## src/rtl/bcu_pkg.sv

```systemverilog
// shared request and response types and operation codes for the bit count unit
package bcu_pkg;

  // operation codes; the one unused code yields an invalid response
  typedef enum logic [2:0] {
    OP_CLZ      = 3'd0,
    OP_CTZ      = 3'd1,
    OP_POPCOUNT = 3'd2,
    OP_PARITY   = 3'd3,
    OP_FFS      = 3'd4,
    OP_CLRSB    = 3'd5,
    OP_BSWAP32  = 3'd6
  } op_t;

  localparam int unsigned OperandWidth = 64;
  localparam int unsigned ResultWidth  = 32;
  localparam int unsigned CountWidth   = 7;

  // one request
  typedef struct packed {
    logic [2:0]                     operation;
    logic                           wide;
    logic signed [OperandWidth-1:0] operand;
  } req_t;

  // one response
  typedef struct packed {
    logic signed [ResultWidth-1:0] result;
    logic                          valid_res;
  } rsp_t;

endpackage

```

## src/rtl/bcu_lzc.sv

```systemverilog
// leading zero counter over 64 bits, built as per-byte counts and a byte priority select
module bcu_lzc (
  input  logic [bcu_pkg::OperandWidth-1:0] din,
  output logic [bcu_pkg::CountWidth-1:0]   count
);
  import bcu_pkg::*;

  localparam int unsigned Bytes = OperandWidth / 8;

  logic [Bytes-1:0] nz;
  logic [3:0]       lz8 [Bytes];

  // leading zeros of one byte, 8 when the byte is zero
  function automatic logic [3:0] lzc8(input logic [7:0] b);
    logic [3:0] n;
    logic       found;
    n     = 4'd0;
    found = 1'b0;
    for (int k = 7; k >= 0; k--) begin
      if (b[k]) begin
        found = 1'b1;
      end else if (!found) begin
        n = n + 4'd1;
      end
    end
    return n;
  endfunction

  // per-byte counts, byte 0 is the most significant
  always_comb begin
    for (int i = 0; i < Bytes; i++) begin
      nz[i]  = |din[OperandWidth-1-8*i -: 8];
      lz8[i] = lzc8(din[OperandWidth-1-8*i -: 8]);
    end
  end

  // first non-zero byte from the top wins
  always_comb begin
    count = CountWidth'(OperandWidth);
    for (int i = Bytes - 1; i >= 0; i--) begin
      if (nz[i]) begin
        count = CountWidth'(8 * i) + CountWidth'(lz8[i]);
      end
    end
  end

endmodule

```

## src/rtl/bcu_core.sv

```systemverilog
// operation datapath: masking, counts, parity, byte swap and result select
module bcu_core (
  input  bcu_pkg::req_t req,
  output bcu_pkg::rsp_t rsp
);
  import bcu_pkg::*;

  localparam int unsigned Half  = OperandWidth / 2;
  localparam int unsigned Bytes = OperandWidth / 8;

  op_t                     op;
  logic [OperandWidth-1:0] x;
  logic                    sign;
  logic [OperandWidth-1:0] y;
  logic [OperandWidth-1:0] lead_in;
  logic [OperandWidth-1:0] trail_src;
  logic [OperandWidth-1:0] trail_in;
  logic [CountWidth-1:0]   lead_cnt;
  logic [CountWidth-1:0]   trail_cnt;
  logic [CountWidth-1:0]   ones_cnt;
  logic                    is_zero;

  // ones in one byte
  function automatic logic [3:0] pop8(input logic [7:0] b);
    logic [3:0] n;
    n = 4'd0;
    for (int k = 0; k < 8; k++) begin
      n = n + 4'(b[k]);
    end
    return n;
  endfunction

  // operand masked to the selected width
  assign op      = op_t'(req.operation);
  assign x       = req.wide ? OperandWidth'(req.operand)
                            : {{Half{1'b0}}, req.operand[Half-1:0]};
  assign is_zero = (x == '0);
  assign sign    = req.wide ? req.operand[OperandWidth-1] : req.operand[Half-1];

  // clrsb folds a negative value onto its complement
  assign y = sign ? (req.wide ? ~x : {{Half{1'b0}}, ~x[Half-1:0]}) : x;

  // narrow mode pads with a one just past the field so counts stop at 32
  always_comb begin
    if (op == OP_CLRSB) begin
      lead_in = req.wide ? y : {y[Half-1:0], 1'b1, {(Half-1){1'b0}}};
    end else begin
      lead_in = req.wide ? x : {x[Half-1:0], 1'b1, {(Half-1){1'b0}}};
    end
    trail_src = req.wide ? x : {{(Half-1){1'b0}}, 1'b1, x[Half-1:0]};
    for (int i = 0; i < OperandWidth; i++) begin
      trail_in[i] = trail_src[OperandWidth-1-i];
    end
  end

  bcu_lzc u_lead (
    .din   (lead_in),
    .count (lead_cnt)
  );

  // trailing zeros as leading zeros of the bit-reversed operand
  bcu_lzc u_trail (
    .din   (trail_in),
    .count (trail_cnt)
  );

  // population count as a sum of byte counts
  always_comb begin
    ones_cnt = '0;
    for (int i = 0; i < Bytes; i++) begin
      ones_cnt = ones_cnt + CountWidth'(pop8(x[8*i +: 8]));
    end
  end

  // result select
  always_comb begin
    rsp.result    = '0;
    rsp.valid_res = 1'b1;
    unique case (op)
      OP_CLZ: begin
        if (is_zero) rsp.valid_res = 1'b0;
        else         rsp.result    = ResultWidth'(lead_cnt);
      end
      OP_CTZ: begin
        if (is_zero) rsp.valid_res = 1'b0;
        else         rsp.result    = ResultWidth'(trail_cnt);
      end
      OP_POPCOUNT: rsp.result = ResultWidth'(ones_cnt);
      OP_PARITY:   rsp.result = ResultWidth'(^x);
      OP_FFS: begin
        if (!is_zero) rsp.result = ResultWidth'(trail_cnt) + ResultWidth'(1);
      end
      OP_CLRSB: rsp.result = ResultWidth'(lead_cnt) - ResultWidth'(1);
      OP_BSWAP32: begin
        if (req.wide) rsp.valid_res = 1'b0;
        else rsp.result = {x[7:0], x[15:8], x[23:16], x[31:24]};
      end
      default: rsp.valid_res = 1'b0;
    endcase
  end

endmodule

```

## src/rtl/bit_count_unit.sv

```systemverilog
// top level of the bit count unit: request register, datapath, response register
//
//   channel | valid     | stall     | payload
//   request | req_valid | req_stall | req (bcu_pkg::req_t)
//   response| rsp_valid | rsp_stall | rsp (bcu_pkg::rsp_t)
//
// one request per cycle is taken while req_stall is low; it passes from the request register
// to the response register, where its response is offered until it leaves
// the path between the two registers is the datapath in bcu_core: two 64-bit
// leading zero counters and a byte-wise population count
// rst clears both stage valid flags; payload registers are not reset
// a stalled response holds; req_stall rises only when both stages are full
module bit_count_unit (
  input  logic          clk,
  input  logic          rst,
  input  logic          req_valid,
  output logic          req_stall,
  input  bcu_pkg::req_t req,
  output logic          rsp_valid,
  input  logic          rsp_stall,
  output bcu_pkg::rsp_t rsp
);
  import bcu_pkg::*;

  logic s1_valid;
  req_t s1_req;
  rsp_t s1_rsp;
  logic advance;

  // the output register can take a new response
  assign advance   = !rsp_valid || !rsp_stall;
  assign req_stall = s1_valid && !advance;

  // request register
  always_ff @(posedge clk) begin
    if (rst) begin
      s1_valid <= 1'b0;
    end else if (!req_stall) begin
      s1_valid <= req_valid;
    end
  end

  always_ff @(posedge clk) begin
    if (!req_stall && req_valid) begin
      s1_req <= req;
    end
  end

  bcu_core u_core (
    .req (s1_req),
    .rsp (s1_rsp)
  );

  // response register
  always_ff @(posedge clk) begin
    if (rst) begin
      rsp_valid <= 1'b0;
    end else if (advance) begin
      rsp_valid <= s1_valid;
    end
  end

  always_ff @(posedge clk) begin
    if (advance && s1_valid) begin
      rsp <= s1_rsp;
    end
  end

  // full pipeline with a stalled output pushes back on requests
  a_backpressure: assert property (@(posedge clk) disable iff (rst)
    (s1_valid && rsp_valid && rsp_stall) |-> req_stall)
    else $error("request taken while both stages are blocked");

  // a taken request occupies the first stage next cycle
  a_req_loaded: assert property (@(posedge clk) disable iff (rst)
    (req_valid && !req_stall) |=> s1_valid)
    else $error("accepted request lost");

  // an item moving on shows up as a response
  a_rsp_loaded: assert property (@(posedge clk) disable iff (rst)
    (s1_valid && advance) |=> rsp_valid)
    else $error("item lost between stages");

  // an invalid response carries a zero result
  a_invalid_zero: assert property (@(posedge clk) disable iff (rst)
    (rsp_valid && !rsp.valid_res) |-> (rsp.result == '0))
    else $error("invalid response with non-zero result");

endmodule

```

## config.mk

```make
export PLATFORM = sky130hd
export DESIGN_NAME = bit_count_unit
export DESIGN_NICKNAME = d
export VERILOG_FILES = /design/src/rtl/bcu_pkg.sv /design/src/rtl/bcu_lzc.sv /design/src/rtl/bcu_core.sv /design/src/rtl/bit_count_unit.sv
export SDC_FILE = /design/constraint.sdc
export NUM_CORES = 1
export LEC_CHECK = 0
export BUFFER_PORTS_ARGS = -buffer_cell sky130_fd_sc_hd__buf_4
export CORE_MARGIN = 4
export CORE_UTILIZATION = 58
export CTS_BUF_LIST = sky130_fd_sc_hd__clkbuf_8
export DETAILED_ROUTE_END_ITERATION = 7
export GPL_ROUTABILITY_DRIVEN = 0
export PLACE_DENSITY = 0.81
export RECOVER_POWER = 50
export SYNTH_ARGS = -nofsm -noshare
export SYNTH_HDL_FRONTEND = slang
export SYNTH_HIERARCHICAL = 1
export SYNTH_SLANG_ARGS = --single-unit
```

## constraint.sdc

```tcl
create_clock -name clk -period 6.57 [get_ports clk]
set_clock_uncertainty 0.05 [all_clocks]
set_input_delay 0.657 -clock clk [delete_from_list [all_inputs] [get_ports clk]]
set_output_delay 0.657 -clock clk [all_outputs]
set_load 0.005 [all_outputs]
```

==> results.ini, run 1 <==
[clock_network]
clock_latency_ns=0.41
numCtsBuffers=9
clk_path_buf_depth=2
clockRootBuffer=clkbuf_8
tritoncts=done
clkTransAtPathRegs_ns=0.11
cts_max_level=3
cts_sinks=103
cts_hold_buf=0

[routing]
vias_per_cell=6.14
ant_nets=0
wl_per_cell_um=19.3
firstDrtPassIters=8
num_vias=13200
finalWirelength_mm=41.7
drc_errors=0
first_iter_violations=1497

[worst_setup_path]
slowest_delay_ns=0.56
worst_setup_path_end_kind=flip-flop
crit_path_top_delay_cell=fa_1
crit_fanout=2
worstPathRequired_ns=6.67
path_class=reg -> reg
crit_path_frequent_cell=fa_1
timing.rr.start=s1_req[3]
path_cells=fa_1 -> inv_2 -> fa_1 -> inv_2 -> ha_4 -> inv_2 -> fa_2 -> fa_1 -> fa_1 -> fa_1 -> fa_1 -> fa_1 -> fa_1 -> fa_2 -> fa_2 -> nor2b_4 -> o21ai_2 -> a21oi_2 -> o21a_1 -> o21a_1 -> o31ai_1
arrival_ns=7.17
critPathLaunchType=flip-flop
critPathCapture=rsp[7]
r2r_cells=21
r2r_end=rsp[7]
reg2reg_slack_ns=-0.50
cp-startpoint=s1_req[3]

[synthesis]
synthTopCellsByArea=edfxtp_1 22%, ha_1 11%, xnor2_1 8.5%
ys.flop_type=edfxtp_1
ys_warn_count=6
synth_area_per_cell_um2=8.37
synth_edf_count=101
synth_cell_types=100
syn_nets=1903
ys_async_sr_fraction_pct=0
yosys.area.top_type=edfxtp_1
synth_top_area_share_pct=21.9
yosysSeqAreaShare_pct=22.2
syn_inst=1657
synthTopCellsByCount=213 x nand2_1, 181 x inv_1, 135 x xnor2_1, 121 x ha_1, 104 x nor2_1
synth_seq_cells=103
synth.most_common_cell=nand2_1
synth_area_mm2=0.0139

[power_and_ir_drop]
comb_power_share_pct=80.7
swShare_pct=42.8
p_sw_mw=2.99
p_total_mw=7.00
internal_power_mw=4.01
clockPowerShare_pct=7.1
p_leak_nw=7.06
p_seq_share_pct=12.2
ir_drop_mv=1.20
p_per_area_mw_per_mm2=436

[finish]
fin_area_mm2=0.0161
layout.nets=2077
drive_gt1_share_pct=16.5
areaGrowthSynthToFinish_pct=15.9
n_antenna_cell=0
fin_util_pct=68.4

[timing]
hold_ws_ns=0.353
worst_slew_pin_slew_ns=4.97
fin_setup_tns_ns=-2.33
slew_violations=34
slew_headroom_pct=-235
finalSetupViolCount=7
post-route-period-util_pct=108
hold_violations=0
fin_crit_ns=7.07
fin_ws_ns=-0.504
rsz0062_at_grt=true
max_freq_mhz=141

[die]
coreArea_mm2=0.0235
die_area_mm2=0.0264
initial_core_util_pct=59.1
io_pins=107
die_h_um=163
std_cell_rows=56
fp.dieW_um=163

[place]
portBuffers=106
dp_hpwl_mm=32.9
placed_cell_area_mm2=0.0156

[status]
status=complete, but fails checks
failed_checks=capacitance limit, slew limit, setup timing

[hold_path]
min_path_cells=2
hold_path_startpoint=rst
holdCritPathClass=in -> reg

[global_routing]
overflow=0
grt.total_usage_pct=30.8
grt_pass1_wl_mm=64.9
first_global_vias=12800
antenna_found_initial=0
grt_max_degree=69

[run]
max_cap_viol_count=1

==> power groups by stage <==
stage                     Sequential, mW  Clock (mW)  Combinational, mW
after floorplan                    0.857           0               2.86
after global placement             0.869           0               3.93
after detailed placement           0.869           0               4.17
after CTS                          0.855       0.503               4.90
after global routing               0.861       0.526               6.17
final                              0.856       0.498               5.65
==> routing by layer <==
layer	global-route usage [%]	part of all wire, %	wire, um
met5	0	0	0
met4	15.0	5.2	2160
met3	5.92	9.5	3960
met2	49.8	46	19200
met1	39.7	39	16300
==> how the worst min path moves through the flow <==
stage	endpoint	slack, ns
4_1_cts	s1_valid	0.33
6_report	s1_valid	0.35
3_5_place_dp	s1_valid	0.45
5_1_grt	s1_valid	0.34
2_1_floorplan	rsp_valid	0.42
3_3_place_gp	s1_valid	0.44
==> worst max-delay path: cells and delay by family (launching register included) <==
family	cells	cell delay, ns
buffers and inverters	3	0.12
adder cells (fa/ha/maj)	12	5.52
AO/OA/AOI/OAI	5	0.56
AND/OR/NAND/NOR	1	0.15
flip-flops	1	0.43
==> layout by cell type (no fill, tap or decap), types with 8 or more instances in the layout <==
cell type / Yosys / final
nand2b_1: 47 / 47
buf_4: 7 / 93
fa_1: 53 / 49
inv_2: 1 / 9
o21ai_0: 86 / 80
edfxtp_1: 101 / 101
nor4_1: 10 / 10
a31oi_1: 13 / 12
nand4_1: 20 / 20
inv_1: 181 / 173
nand3_1: 36 / 37
a22oi_1: 8 / 8
clkbuf_4: 0 / 94
mux2i_1: 38 / 36
a21boi_0: 21 / 14
nand3b_1: 11 / 11
nand2_1: 213 / 213
a21o_1: 9 / 9
clkbuf_8: 0 / 9
nor2_1: 104 / 102
o31ai_1: 16 / 14
ha_1: 121 / 117
clkbuf_1: 20 / 8
xnor2_1: 135 / 134
nor2b_1: 58 / 55
nor3_1: 45 / 45
a211oi_1: 10 / 10
xor2_1: 21 / 21
a21oi_1: 36 / 35
o211ai_1: 12 / 12
or3_1: 13 / 13
and2_1: 36 / 35
==> flip-flops by register name (all words and copies together) (netlist names) <==
name	count
s1_req	68
rsp	33
rsp_valid	1
s1_valid	1
==> kinds of logic (layout without fill, tap and decap cells) <==
logic type | after synthesis | after routing | synth area share [%]
AO/OA/AOI/OAI | 293 | 293 | 14.6
XOR/XNOR | 156 | 156 | 9.85
adder cells (fa/ha/maj) | 174 | 174 | 18.6
buffers and inverters | 224 | 403 | 6.64
flip-flops | 103 | 103 | 22.2
multiplexers | 46 | 46 | 3.39
AND/OR/NAND/NOR | 661 | 661 | 24.8
==> per-stage QoR <==
stage                     instances  worst slack, ns
after global routing           2155           -0.631
after global placement         2128           -0.416
final                          2155           -0.504
after CTS                      2149           -0.542
after detailed placement       2128           -0.599
after floorplan                1657           -0.296
==> timing repair <==
| item | 4_1_cts | 5_1_grt |
|---|---|---|
| resized for setup | 11 | 44 |
| pin swaps | 13 | 17 |
| hold endpoints to repair | 0 | 0 |
| buffers inserted | 10 | 6 |
| cloned | 0 | 0 |
| setup endpoints to repair | 7 | 32 |
==> area by class of cell <==
class	count	area, um^2
fillers	1812	7410
repair buffers	205	1570
multi-input cells	1330	10100
flip-flops and latches	103	3070
well taps	319	399
inverters	182	683
clock inverters	7	129
clock buffers	9	124
No activity file was read; power rests on OpenSTA's default activity.
==> inputs of run 2 (changes only) <==
--- a/config.mk
+++ b/config.mk
@@ -9,5 +9,5 @@
 export CORE_MARGIN = 4
 export CORE_UTILIZATION = 58
-export CTS_BUF_LIST = sky130_fd_sc_hd__clkbuf_8
+export CTS_BUF_LIST = sky130_fd_sc_hd__clkbuf_4 sky130_fd_sc_hd__clkbuf_8
 export DETAILED_ROUTE_END_ITERATION = 7
 export GPL_ROUTABILITY_DRIVEN = 0
==> constraint.sdc (replaced) <==
create_clock -name clk -period 6.57 [get_ports clk]
set_clock_uncertainty 0.05 [all_clocks]
set_input_delay 0.9855 -clock clk [delete_from_list [all_inputs] [get_ports clk]]
set_output_delay 0.9855 -clock clk [all_outputs]
set_load 0.005 [all_outputs]
==> run 2 against run 1 <==
The run still ends with capacitance limit, slew limit, setup timing left. Combinational power about the same. Sequential share of layout area about the same. Maximum frequency down 0.24%. Worst setup slack worse by 0.017 ns. Count of clock-buffer cells in the layout unchanged. Sequential power about the same. Highest routed layer unchanged. Register-to-register slack worse by 0.02 ns.
==> results.ini, run 2 (synthesis results as in run 1) <==
[clock_network]
tritoncts=done
cts_sinks=103  ; unchanged
clk_path_buf_depth=2  ; unchanged
cts_max_level=3  ; unchanged
clkTransAtPathRegs_ns=0.11  ; about the same
numCtsBuffers=9  ; unchanged
clock_latency_ns=0.40  ; about the same
clockRootBuffer=clkbuf_8

[global_routing]
first_global_vias=12800  ; unchanged
grt_pass1_wl_mm=64.9  ; unchanged
overflow=0  ; unchanged
antenna_found_initial=0  ; unchanged
grt.total_usage_pct=30.8  ; unchanged
grt_max_degree=69  ; unchanged

[die]
coreArea_mm2=0.0235  ; unchanged
die_area_mm2=0.0264  ; unchanged
std_cell_rows=56  ; unchanged
initial_core_util_pct=59.1  ; unchanged
die_h_um=163  ; unchanged
io_pins=107  ; unchanged
fp.dieW_um=163  ; unchanged

[place]
placed_cell_area_mm2=0.0156  ; unchanged
dp_hpwl_mm=32.9  ; unchanged
portBuffers=106  ; unchanged

[routing]
first_iter_violations=1495  ; -0.13%
drc_errors=0  ; unchanged
ant_nets=0  ; unchanged
firstDrtPassIters=6  ; -2
vias_per_cell=6.13  ; -0.13%
num_vias=13200  ; -0.13%
wl_per_cell_um=19.3  ; about the same
finalWirelength_mm=41.6  ; about the same

[timing]
hold_violations=0  ; unchanged
fin_crit_ns=7.09  ; +0.0170 ns
fin_ws_ns=-0.521  ; -0.0170 ns
max_freq_mhz=141  ; -0.24%
slew_headroom_pct=-229  ; +5.8 points
worst_slew_pin_slew_ns=4.89  ; -0.0856 ns
finalSetupViolCount=7  ; unchanged
post-route-period-util_pct=108  ; +0.26 points
slew_violations=34  ; unchanged
rsz0062_at_grt=true
fin_setup_tns_ns=-2.36  ; -0.0333 ns

[finish]
areaGrowthSynthToFinish_pct=15.8  ; about the same
multi_input_comb_area_mm2=0.0101  ; about the same
largest_register=s1_req
n_antenna_cell=0  ; unchanged
largest_reg_flops=68  ; unchanged
layout.nets=2077  ; unchanged
top_regs=s1_req x68, rsp x33
regArea_mm2=0.00307  ; unchanged
num-fill-cells=1812  ; unchanged
mostFrequentLayoutCells=213 x nand2_1, 173 x inv_1, 134 x xnor2_1, 117 x ha_1, 102 x nor2_1
layout_commonest_cell=nand2_1
drive_gt1_share_pct=16.4  ; -0.054 points
fin_area_mm2=0.0161  ; about the same
fin_util_pct=68.4  ; about the same

[worst_setup_path]
crit_path_frequent_cell=fa_1
crit_fanout=2  ; unchanged
critPathLaunchType=flip-flop
worst_setup_path_end_kind=flip-flop
arrival_ns=7.19  ; +0.02 ns
crit_path_top_delay_cell=fa_1
worstPathRequired_ns=6.67  ; about the same
path_class=reg -> reg
path_cells=fa_1 -> inv_2 -> fa_1 -> inv_2 -> ha_4 -> inv_2 -> fa_2 -> fa_1 -> fa_1 -> fa_1 -> fa_1 -> fa_1 -> fa_1 -> fa_2 -> fa_2 -> nor2b_4 -> o21ai_2 -> a21oi_2 -> o21a_1 -> o21a_1 -> o31ai_1
slowest_delay_ns=0.56  ; about the same

[run]
max_cap_viol_count=1  ; unchanged

[power_and_ir_drop]
p_per_area_mw_per_mm2=437  ; +0.35%
ir_drop_mv=1.20  ; +0.20%
p_leak_nw=7.06  ; about the same
p_total_mw=7.03  ; +0.34%

[status]
failed_checks=capacitance limit, slew limit, setup timing
status=complete, but fails checks

[hold_path]
holdCritPathClass=reg -> reg

run 2: cell count changes in the layout (fill, tap and decap cells not counted), sizes merged:
cell	delta
buf	+2
clkbuf	-2
run 2: final timing paths:
path,startpoint,endpoint,slack (ns),depth (start not counted)
max,s1_req[3],rsp[7],-0.52,21
min,s1_valid,s1_valid,0.45,2
max reg2reg,s1_req[3],rsp[7],-0.52,21
min reg2reg,s1_valid,s1_valid,0.45,2
run 2: final cells by class:
type / count / share of cell area [%]
multi-input combinational: 1330 / 62.8
sequential: 103 / 19.1
timing repair buffer: 205 / 9.77
inverter: 182 / 4.25
tap: 319 / 2.48
clock inverter: 7 / 0.802
clock buffer: 9 / 0.771
run 2: worst max-delay path: cells and delay by family (launching register included):
family / cells / cell delay [ns]
buffers and inverters: 3 / 0.12
AOI/OAI and AO/OA: 5 / 0.58
adders and majority gates: 12 / 5.52
DFF: 1 / 0.43
and+or+nand+nor: 1 / 0.15
run 2: what timing repair did:
action	CTS	global route
endpoints found under the setup margin	7	32
gates resized for setup	11	44
hold buffers	0	0
pin swaps	13	17
setup buffers	10	6
run 2: layer usage:
metal | wire (um) | global-route usage, % | vias to the layer above
li1 | - | - | 6125
met1 | 16300 | 39.7 | 6250
met2 | 19300 | 49.8 | 692
met3 | 3960 | 5.92 | 150
met4 | 2110 | 15.0 | 0
met5 | 0 | 0 | -
run 2: report_power, final:
group / switching, mW / internal [mW] / leakage [nW]
clock: 0.268 / 0.228 / 0.124
combinational: 2.70 / 2.97 / 5.95
sequential: 0.0488 / 0.808 / 0.986
total: 3.02 / 4.01 / 7.06
run 2: metrics by stage:
step                instances  hold slack, ns  setup WS (ns)
floorplan                1657           0.422         -0.296
global placement         2128           0.441         -0.416
detailed placement       2128           0.447         -0.599
CTS                      2149           0.464         -0.542
global route             2155           0.483         -0.631
finish                   2155           0.454         -0.521
